**config.mk**
```make
export PLATFORM = sky130hd
export DESIGN_NAME = indexed_circular_list_store_top
export DESIGN_NICKNAME = d
export VERILOG_FILES = /design/src/hw/rtl/icls_pkg.sv /design/src/hw/rtl/icls_ram.sv /design/src/hw/rtl/indexed_circular_list_store_top.sv
export SDC_FILE = /design/constraint.sdc
export NUM_CORES = 2
export LEC_CHECK = 0
export BUFFER_PORTS_ARGS = -buffer_cell sky130_fd_sc_hd__buf_4
export CORE_ASPECT_RATIO = 0.5
export CORE_MARGIN = 10
export CORE_UTILIZATION = 35
export CTS_CLUSTER_SIZE = 10
export DETAILED_ROUTE_END_ITERATION = 10
export HOLD_SLACK_MARGIN = 0.08
export PLACE_DENSITY = 0.52
export SLEW_MARGIN = 40
export SYNTH_ARGS = -nofsm -noshare
export SYNTH_HDL_FRONTEND = slang
export SYNTH_SLANG_ARGS = --single-unit
```
**constraint.sdc**
```tcl
create_clock -name clk -period 5.2 [get_ports clk]
set_input_delay 1.56 -clock clk [delete_from_list [all_inputs] [get_ports clk]]
set_output_delay 1.56 -clock clk [all_outputs]
set_load 0.02 [all_outputs]
```
**src/hw/rtl/icls_pkg.sv**
```systemverilog
// Package for the indexed circular list store: action and status codes,
// fixed field widths. No dependencies.
`default_nettype none

package icls_pkg;

	// Width of the signed position field of a request
	localparam int POS_WIDTH = 16;
	// Width of the remainder step counter (one step per position bit)
	localparam int STEP_WIDTH = $clog2(POS_WIDTH);

	typedef enum logic [2:0] {
		ACT_INSERT = 3'd0,
		ACT_DELETE = 3'd1,
		ACT_READ   = 3'd2,
		ACT_WRITE  = 3'd3,
		ACT_CLEAR  = 3'd4
	} action_t;

	localparam logic [1:0] ST_OK    = 2'd0;
	localparam logic [1:0] ST_EMPTY = 2'd1;
	localparam logic [1:0] ST_FULL  = 2'd2;

endpackage

`default_nettype wire

```
**src/hw/rtl/icls_ram.sv**
```systemverilog
// Generic simple dual-port RAM: one write port, one read port with
// registered read data. No dependencies.
`default_nettype none

module icls_ram #(
	parameter int WIDTH = 32,
	parameter int DEPTH = 64,
	localparam int AW = (DEPTH > 1) ? $clog2(DEPTH) : 1
) (
	input  wire logic             clk,
	input  wire logic             we,
	input  wire logic [AW-1:0]    waddr,
	input  wire logic [WIDTH-1:0] wdata,
	input  wire logic [AW-1:0]    raddr,
	output logic      [WIDTH-1:0] rdata
);

	logic [WIDTH-1:0] mem_q [DEPTH];

	// Write port
	always_ff @(posedge clk) begin
		if (we) begin
			mem_q[waddr] <= wdata;
		end
	end

	// Registered read port
	always_ff @(posedge clk) begin
		rdata <= mem_q[raddr];
	end

endmodule

`default_nettype wire

```
**src/hw/rtl/indexed_circular_list_store_top.sv**
```systemverilog
// Top level of the indexed circular list store: sequencer, shared remainder
// unit and entry shifting. Depends on icls_pkg and icls_ram.
// Clear, invalid actions, full-store insert and empty-list requests return their
//   result in the cycle after acceptance; busy stays low for them.
// Other requests: remainder steps (one per position bit), S_FIX, S_DISPATCH, then the
//   shift (read: one entry; delete: pos to the end; insert: the end down to pos, then
//   the final write; write, insert at the end: final write only). Busy stays high until
//   the result cycle; the next request is taken at the earliest at the edge that ends it.
// Reset clears the length and the sequencer; entry contents are not cleared.
`default_nettype none

module indexed_circular_list_store_top
	import icls_pkg::*;
#(
	parameter int CAPACITY   = 64,
	parameter int DATA_WIDTH = 32,
	localparam int PW = $clog2(CAPACITY),
	localparam int LW = $clog2(CAPACITY + 1)
) (
	input  wire logic                  clk,
	input  wire logic                  arst_n,
	input  wire logic                  start,
	output logic                       busy,
	input  wire logic [2:0]            action,
	input  wire logic signed [POS_WIDTH-1:0] position,
	input  wire logic [DATA_WIDTH-1:0] value,
	output logic                       done,
	output logic [1:0]                 status,
	output logic [PW-1:0]              wrapped_position,
	output logic [DATA_WIDTH-1:0]      value_out,
	output logic [LW-1:0]              length
);

	typedef enum logic [6:0] {
		S_IDLE     = 7'b0000001,
		S_MOD      = 7'b0000010,
		S_FIX      = 7'b0000100,
		S_DISPATCH = 7'b0001000,
		S_SHIFT    = 7'b0010000,
		S_DRAIN    = 7'b0100000,
		S_FINISH   = 7'b1000000
	} state_t;

	state_t                state_q;
	logic [LW-1:0]         count_q;
	logic                  done_q;
	logic                  pend_v_q;

	action_t               act_q;
	logic [DATA_WIDTH-1:0] val_q;
	logic                  neg_q;
	logic [POS_WIDTH-1:0]  mag_q;
	logic [LW-1:0]         rem_q;
	logic [LW-1:0]         n_q;
	logic [STEP_WIDTH-1:0] step_q;
	logic [PW-1:0]         pos_q;
	logic [PW-1:0]         src_q;
	logic                  first_q;
	logic                  pend_we_q;
	logic                  pend_cap_q;
	logic [PW-1:0]         pend_dst_q;
	logic [1:0]            status_q;
	logic [DATA_WIDTH-1:0] vout_q;

	logic                  full;
	logic                  empty;
	logic [POS_WIDTH-1:0]  mag_in;
	logic [LW:0]           trial;
	logic                  trial_ge;
	logic [LW-1:0]         rem_fixed;
	logic                  ins_at_end;
	logic                  last_issue;
	logic                  is_insert;

	logic                  ram_we;
	logic [PW-1:0]         ram_waddr;
	logic [DATA_WIDTH-1:0] ram_wdata;
	logic [DATA_WIDTH-1:0] ram_rdata;

	assign busy  = (state_q != S_IDLE);
	assign full  = (count_q == LW'(CAPACITY));
	assign empty = (count_q == '0);
	assign mag_in = position[POS_WIDTH-1] ? (~position + POS_WIDTH'(1)) : position;
	assign is_insert = (act_q == ACT_INSERT);

	// Shared remainder unit: one restoring step per cycle
	assign trial    = {rem_q, mag_q[POS_WIDTH-1]};
	assign trial_ge = (trial >= {1'b0, n_q});

	// Map the magnitude remainder onto the non-negative range
	assign rem_fixed = (neg_q && (rem_q != '0)) ? (n_q - rem_q) : rem_q;

	assign ins_at_end = (LW'(pos_q) == count_q);

	// Last source read of the shift stream
	always_comb begin
		unique case (act_q)
			ACT_INSERT: last_issue = (src_q == pos_q);
			ACT_DELETE: last_issue = ((LW'(src_q) + LW'(1)) == count_q);
			default:    last_issue = 1'b1;
		endcase
	end

	// Write port: moved entries during the shift, the new word at the end
	assign ram_we    = (pend_v_q && pend_we_q) || (state_q == S_FINISH);
	assign ram_waddr = (state_q == S_FINISH) ? pos_q : pend_dst_q;
	assign ram_wdata = (state_q == S_FINISH) ? val_q : ram_rdata;

	icls_ram #(
		.WIDTH(DATA_WIDTH),
		.DEPTH(CAPACITY)
	) u_entry_ram (
		.clk  (clk),
		.we   (ram_we),
		.waddr(ram_waddr),
		.wdata(ram_wdata),
		.raddr(src_q),
		.rdata(ram_rdata)
	);

	// Sequencer and length
	always_ff @(posedge clk or negedge arst_n) begin
		if (!arst_n) begin
			state_q  <= S_IDLE;
			count_q  <= '0;
			done_q   <= 1'b0;
			pend_v_q <= 1'b0;
		end else begin
			done_q   <= 1'b0;
			pend_v_q <= 1'b0;
			unique case (state_q)
				S_IDLE: begin
					if (start) begin
						unique case (action_t'(action))
							ACT_INSERT: begin
								if (full) done_q <= 1'b1;
								else state_q <= S_MOD;
							end
							ACT_DELETE, ACT_READ, ACT_WRITE: begin
								if (empty) done_q <= 1'b1;
								else state_q <= S_MOD;
							end
							ACT_CLEAR: begin
								count_q <= '0;
								done_q  <= 1'b1;
							end
							default: done_q <= 1'b1;
						endcase
					end
				end
				S_MOD: begin
					if (step_q == '0) state_q <= S_FIX;
				end
				S_FIX: state_q <= S_DISPATCH;
				S_DISPATCH: begin
					unique case (act_q)
						ACT_INSERT: state_q <= ins_at_end ? S_FINISH : S_SHIFT;
						ACT_DELETE, ACT_READ: state_q <= S_SHIFT;
						default: state_q <= S_FINISH;
					endcase
				end
				S_SHIFT: begin
					pend_v_q <= 1'b1;
					if (last_issue) state_q <= S_DRAIN;
				end
				S_DRAIN: begin
					if (is_insert) begin
						state_q <= S_FINISH;
					end else begin
						if (act_q == ACT_DELETE) count_q <= count_q - LW'(1);
						done_q  <= 1'b1;
						state_q <= S_IDLE;
					end
				end
				S_FINISH: begin
					if (is_insert) count_q <= count_q + LW'(1);
					done_q  <= 1'b1;
					state_q <= S_IDLE;
				end
				default: state_q <= S_IDLE;
			endcase
		end
	end

	// Request fields, remainder datapath, shift pointers and result words
	always_ff @(posedge clk) begin
		unique case (state_q)
			S_IDLE: begin
				if (start) begin
					act_q  <= action_t'(action);
					val_q  <= value;
					neg_q  <= position[POS_WIDTH-1];
					mag_q  <= mag_in;
					rem_q  <= '0;
					step_q <= STEP_WIDTH'(POS_WIDTH - 1);
					n_q    <= (action_t'(action) == ACT_INSERT) ? (count_q + LW'(1)) : count_q;
					pos_q  <= '0;
					vout_q <= '0;
					if ((action_t'(action) == ACT_INSERT) && full) begin
						status_q <= ST_FULL;
					end else if (((action_t'(action) == ACT_DELETE) ||
							(action_t'(action) == ACT_READ) ||
							(action_t'(action) == ACT_WRITE)) && empty) begin
						status_q <= ST_EMPTY;
					end else begin
						status_q <= ST_OK;
					end
				end
			end
			S_MOD: begin
				rem_q  <= trial_ge ? LW'(trial - {1'b0, n_q}) : LW'(trial);
				mag_q  <= {mag_q[POS_WIDTH-2:0], 1'b0};
				step_q <= step_q - STEP_WIDTH'(1);
			end
			S_FIX: pos_q <= rem_fixed[PW-1:0];
			S_DISPATCH: begin
				first_q <= 1'b1;
				src_q   <= is_insert ? PW'(count_q - LW'(1)) : pos_q;
			end
			S_SHIFT: begin
				first_q    <= 1'b0;
				src_q      <= is_insert ? (src_q - PW'(1)) : (src_q + PW'(1));
				pend_dst_q <= is_insert ? (src_q + PW'(1)) : (src_q - PW'(1));
				pend_we_q  <= is_insert || !first_q;
				pend_cap_q <= !is_insert && first_q;
			end
			default: begin
			end
		endcase
		// Capture the word read or removed
		if (pend_v_q && pend_cap_q) begin
			vout_q <= ram_rdata;
		end
	end

	assign done             = done_q;
	assign status           = status_q;
	assign wrapped_position = pos_q;
	assign value_out        = vout_q;
	assign length           = count_q;

	// Length never passes the store size
	assert property (@(posedge clk) disable iff (!arst_n)
		count_q <= LW'(CAPACITY))
		else $error("length exceeds capacity");

	// A full status is only reported on a full store
	assert property (@(posedge clk) disable iff (!arst_n)
		(done_q && (status_q == ST_FULL)) |-> full)
		else $error("full status on a store that is not full");

	// An accepted request is either answered next cycle or keeps the block busy
	assert property (@(posedge clk) disable iff (!arst_n)
		(start && !busy) |=> (done_q || busy))
		else $error("accepted request lost");

	// The entry store is written only while a request is in work
	assert property (@(posedge clk) disable iff (!arst_n)
		ram_we |-> busy)
		else $error("entry write while idle");

	// A shift write never targets the entry being read in the same cycle
	assert property (@(posedge clk) disable iff (!arst_n)
		(pend_v_q && pend_we_q && (state_q == S_SHIFT)) |-> (pend_dst_q != src_q))
		else $error("read and write collide during shift");

endmodule

`default_nettype wire
```
* After elaboration in Yosys (flattened, before gate mapping)
Memories as Yosys holds them, arrays and structs flattened. A register that Yosys moved wholly into a read port is not among the register bits.
Cells that the tools add are included.
** Storage, ports and cells
- Register bits :: 141
- Bits in writable memories :: 2048
- Output and inout port bits :: 49
- Memories :: 1
- Bits in latches :: 0
- Input bits :: 54
- Word-level logic and storage cells :: 139
- Memory bits (read-only) :: 0
** Memory list
- u_entry_ram.mem_q :: depth 64, bits a word 32, rd ports 1, clocked after memory_dff 1, wr ports 1, RTL line icls_ram.sv:18 : logic [WIDTH-1:0] mem_q [DEPTH];
** Cells by class
- Bitwise gates (word level) :: 1
- Reduce and logical (&&, ||, !) cells :: 31
- Mux-type cells :: 49
- Div/mod/pow operators :: 0
- $mul :: 0
- Eq/ne operators :: 28
- Shift-type cells :: 0
- Add/subtract/negate cells :: 9
- Magnitude comparators :: 1
** Operators by type and width (number)
- 32-bit two-way mux :: 4
- 7-bit two-way mux :: 15
- 7-bit one-hot mux with 2 select lines :: 3
- 7-bit one-hot mux with 6 select lines :: 1
- 6-bit two-way mux :: 6
- 16-bit two-way mux :: 2
- 16-bit one-hot mux with 2 select lines :: 1
- 6-bit one-hot mux with 2 select lines :: 2
- 7-bit one-hot mux with 3 select lines :: 1
- 16-bit by 2-bit adder with 16-bit output, second input constant :: 1
- 16-bit inverter :: 1
- 7-bit == test, second input constant :: 2
- 2-bit != test, second input constant :: 6
- 6-bit AND reduction :: 2
- 2-bit nonzero test :: 5
- 3-bit by 2-bit == test with 1-bit output, second input constant :: 3
- 8-bit by 7-bit greater-or-equal comparator with 1-bit output :: 1
- 1-bit two-way mux :: 8
- 4-bit one-hot mux with 2 select lines :: 1
- 2-bit AND reduction :: 4
- 6-bit by 1-bit adder with 7-bit output, second input constant :: 1
- 7-bit by 1-bit adder with 7-bit output, second input constant :: 1
- 6-bit by 7-bit == test with 1-bit output :: 1
- 7-bit by 1-bit == test with 1-bit output, second input constant :: 1
- 32 further kinds :: 46

* Logic depth before layout (Yosys ltp)
- Depth after elaboration :: 5
- Gate-level depth with buffers :: 11
- Gate-level depth less buffers :: 9

* Modules after synthesis
A second synthesis with hierarchy kept.
** Unflattened totals
- Cells, all modules :: 4064
- Area, all modules :: 86132.6 µm²
** By module, submodules not included
- icls_ram :: cells an instance 3324, area each 78515.3 µm², times used 1, seq. area each 62139.6 µm²
- indexed_circular_list_store_top :: cells an instance 740, area each 7617.3 µm², times used 1, seq. area each 4155.2 µm²

* Worst setup path after synthesis
Ideal clock, no wire load.
- Path type :: register -> register
- Start point :: reg state_q[2]
- End point :: mem u_entry_ram.mem_q[48][0] (enable)
- Cell stages (with the launch flop) :: 9
- Buffers on the path :: 3
- Clock period less this slack :: 4412 ps
- Data required time :: 4739 ps
- Setup slack :: 788 ps
- Library setup time :: 461 ps
- Arrival :: 3951 ps
- Path through :: dfrtp_1 > clkbuf_1 > nor4_1 > nand3_1 > buf_2 > buf_2 > mux2i_1 > inv_1 > nor3_1
** On the way
- Cells in the longest elaborated chain, start to end :: 4
- Elaborated cells between the ends (all ways) :: 5
- Classes of those cells :: eq/ne (1); mux (3); reduce/logical (1)
** Ends and longest elaborated chain
- start, declared :: RTL line indexed_circular_list_store_top.sv:44 : state_t state_q;
- start signal, assigned :: RTL line indexed_circular_list_store_top.sv:157 : ACT_INSERT: state_q <= ins_at_end ? S_FINISH : S_SHIFT;
- 7-bit == test * :: RTL line indexed_circular_list_store_top.sv:105, indexed_circular_list_store_top.sv:106
- 1-bit logical OR :: RTL line indexed_circular_list_store_top.sv:105 : assign ram_we = (pend_v_q && pend_we_q) || (state_q == S_FINISH);
- 1-bit two-way mux :: RTL line icls_ram.sv:22 : if (we) begin
- 1-bit two-way mux (implied by the code) :: RTL line icls_ram.sv:23 : mem_q[waddr] <= wdata;
- end, declared :: RTL line icls_ram.sv:18
Mark *: on every way between the ends. The rest lies on a longest branch, timed or not.

* Worst setup path in the final report
- Start point :: reg state_q[5]
- End point :: out busy
** On the way
- Cells in the longest elaborated chain, start to end :: 1
** Ends and longest elaborated chain
- 7-bit by 1-bit != test with 1-bit output :: RTL line indexed_circular_list_store_top.sv:80 : assign busy = (state_q != S_IDLE);
- end, declared :: RTL line indexed_circular_list_store_top.sv:23 : output logic busy,
Every way passes these cells.

==> qor.yml <==
grt_max_degree: 84
yosys_warnings: 0
final_hold_viol_count: 0
synth.avg_cell_area_um2: 20.9
cp_cell_sequence: "nor2_1 -> nand2_1 -> nor4_1 -> inv_1 -> buf_4"
cp_data_arrival_time_ns: 2.64
clock_sinks: 2221
grt_overflow: 0
synthAdderAreaFrac_pct: 0.309
ys_seq_area_share_pct: 77.3
cp_slowest_cell: "nor4_1"
num-fill-cells: 21300
synth_compound_area_share_pct: 3.69
setup_viol: 0
p_total_w: 0.0366
crit_type: "register to output pin"
holdWs_ns: 0.513
yosysTopAreaCell: "edfxtp_1"
power.density_mw_per_mm2: 368
final.setup.tns_ns: 0
post-route-period-util_pct: 80.7
routed_wl_um: 260000
hp-class: "register to register"
yosys.area_share.simple_pct: 2.93
hpwl_um: 160000
ant_nets: 0
yosysMostFrequentCell: "edfxtp_1"
timing.final.crit_period_ns: 4.20
ys_ff_latch: 2221
placed_cell_area_mm2: 0.0924
cts_hold_buf: 0
cts_resized: 0
tightest_slew_ns: 0.879
fmax_mhz: 238
globalRouteTotalUtil_pct: 19.0
coreArea_mm2: 0.244
synthMuxAreaShare_pct: 13.7
stdcell_area_mm2: 0.0995
fin_nets: 4494
area_growth_pct: 16.0
avgRoutedWirePerCell_um: 33.3
cts_tree: "done"
layout-drive-gt1-share_pct: 27.2
synth.area.top_cells: "edfxtp_1 76%, mux4_2 14%, a22oi_1 0.95%, nand2_1 0.82%, dfxtp_1 0.75%"
die_y_um: 370
cts_buffer_depth: 4
ir_drop_v: 0.000281
io_buffers: 102
dieArea_mm2: 0.266
gp_congestion: 0.871
cts_max_level: 4
ys_types: 65
start_util_pct: 35.2
clk_latency_ns: 0.89
syn_inst: 4102
synthXorXnorAreaFrac_pct: 0.603
async_flop_share_pct: 0.720
cts_setup_buffers: 0
die_w_um: 720
required_ns: 3.64
synth_top_area_share_pct: 76.1
ios: 103
leakage_nw: 31.1
synth_commonest_cells: "2,173 x edfxtp_1, 515 x mux4_2, 187 x nand2_1"
drv_cap: 0
syn-num-nets: 4176
worst-path-max-fanout: 8
synthFlopType: "edfxtp_1"
setup.worst_path.end_class: "output pin"
syn_area_mm2: 0.0858
vias_per_cell: 5.68
cts_root_buf: "clkbuf_16"
drv_slew: 0
slowest_delay_ns: 0.50
stdcell_count: 7825
rows: 128
path_clk_slew_ns: 0.06
cp-start-kind: "register"
skew_ns: 0.0716
synth_top_family_by_area: "multiplexers"
dr.pass1.iters: 6
vias: 44500
grt_setup_unrepaired: "false"
grt_pass1_vias: 44100
synth-edff-count: 2173
drc: 0
grt_antenna_before_repair: 24
slew_headroom_pct: 41.0
outcome: "completed"
cts_buffers: 249
grt_pass1_wl_um: 360000
placed_cells: 7416
first_iter_violations: 6648
-- stage by stage --
| stage | util [%] | worst slack, ns |
|---|---|---|
| detailed placement | 37.9 | 1.43 |
| floorplan | - | 0.788 |
| finish | 40.8 | 1.00 |
| global placement | 37.8 | 0.978 |
| global route | 40.8 | 0.763 |
| CTS | 40.8 | 1.02 |
-- sequential cells by signal (all words and copies together) (netlist names) --
| register | count |
|---|---|
| state_q | 7 |
| value_out | 32 |
| pend_we_q | 1 |
| pend_dst_q | 6 |
| act_q | 3 |
| mag_q | 16 |
| neg_q | 1 |
| wrapped_position | 6 |
| pend_cap_q | 1 |
| val_q | 32 |
| u_entry_ram.mem_q | 2048 |
| length | 7 |
| step_q | 4 |
| first_q | 1 |
| rem_q | 7 |
| pend_v_q | 1 |
| n_q | 7 |
| status | 2 |
| u_entry_ram.rdata | 32 |
| src_q | 6 |
| done | 1 |
-- logic make-up after synthesis --
| family | count (synthesis) |
|---|---|
| flops | 2221 |
| simple gates | 530 |
| mux | 528 |
| compound gates | 473 |
| buf+inv | 271 |
| xor+xnor | 59 |
| fa+ha+maj | 20 |
-- critical path, delay by kind of cell, from the launching register on --
kind | cells | cell delay [ns]
buffers and inverters | 2 | 0.40
flip-flops | 1 | 0.45
AND/OR/NAND/NOR | 3 | 0.94
-- cell usage in the layout (no fill, tap or decap), types with 67 or more instances in the layout --
| cell | instances |
|---|---|
| edfxtp_1 | 2173 |
| mux4_2 | 515 |
| buf_4 | 264 |
| clkbuf_16 | 251 |
| nand2_1 | 151 |
| clkbuf_1 | 126 |
| a22oi_1 | 109 |
| o22ai_1 | 85 |
| a21oi_1 | 71 |
| nor2_1 | 69 |
| o21ai_0 | 67 |
-- routing by layer --
metal	GRT usage (%)	routed length [um]	part of all wire, %	vias up
met5	0	31	0.012	-
met4	4.48	6080	2.3	4
met3	5.03	27200	10	322
met2	28.4	115000	44	2222
met1	27.8	112000	43	24100
li1	-	-	-	17800
-- layout make-up --
cell class	instances	area (um^2)	area share, %
timing repair buffer	303	2750	2.76
clock inverter	8	88.8	0.0893
tap	3250	4070	4.09
inverter	35	131	0.132
antenna	18	45.0	0.0453
sequential	2221	66300	66.6
multi-input combinational	1610	19300	19.4
clock buffer	380	6800	6.83
-- report_power, final --
part | total, W | internal (W) | switching, W
clock | 0.0155 | 0.00887 | 0.00668
combinational | 0.00118 | 0.000425 | 0.000750
sequential | 0.0199 | 0.0197 | 0.000233
-- final timing paths --
path	cells past startpoint	to	slack, ns	startpoint
worst max-delay path	5	busy	1.00	state_q[5]
worst min-delay path	2	mag_q[9]	0.51	mag_q[8]
worst max register to register	9	u_entry_ram.mem_q[51][20]	1.43	state_q[3]
worst min register to register	2	mag_q[9]	0.51	mag_q[8]
max in group asynchronous	1	state_q[0]	4.34	arst_n
min in group asynchronous	1	done	0.58	arst_n
Power figures use the tool's default switching activity.
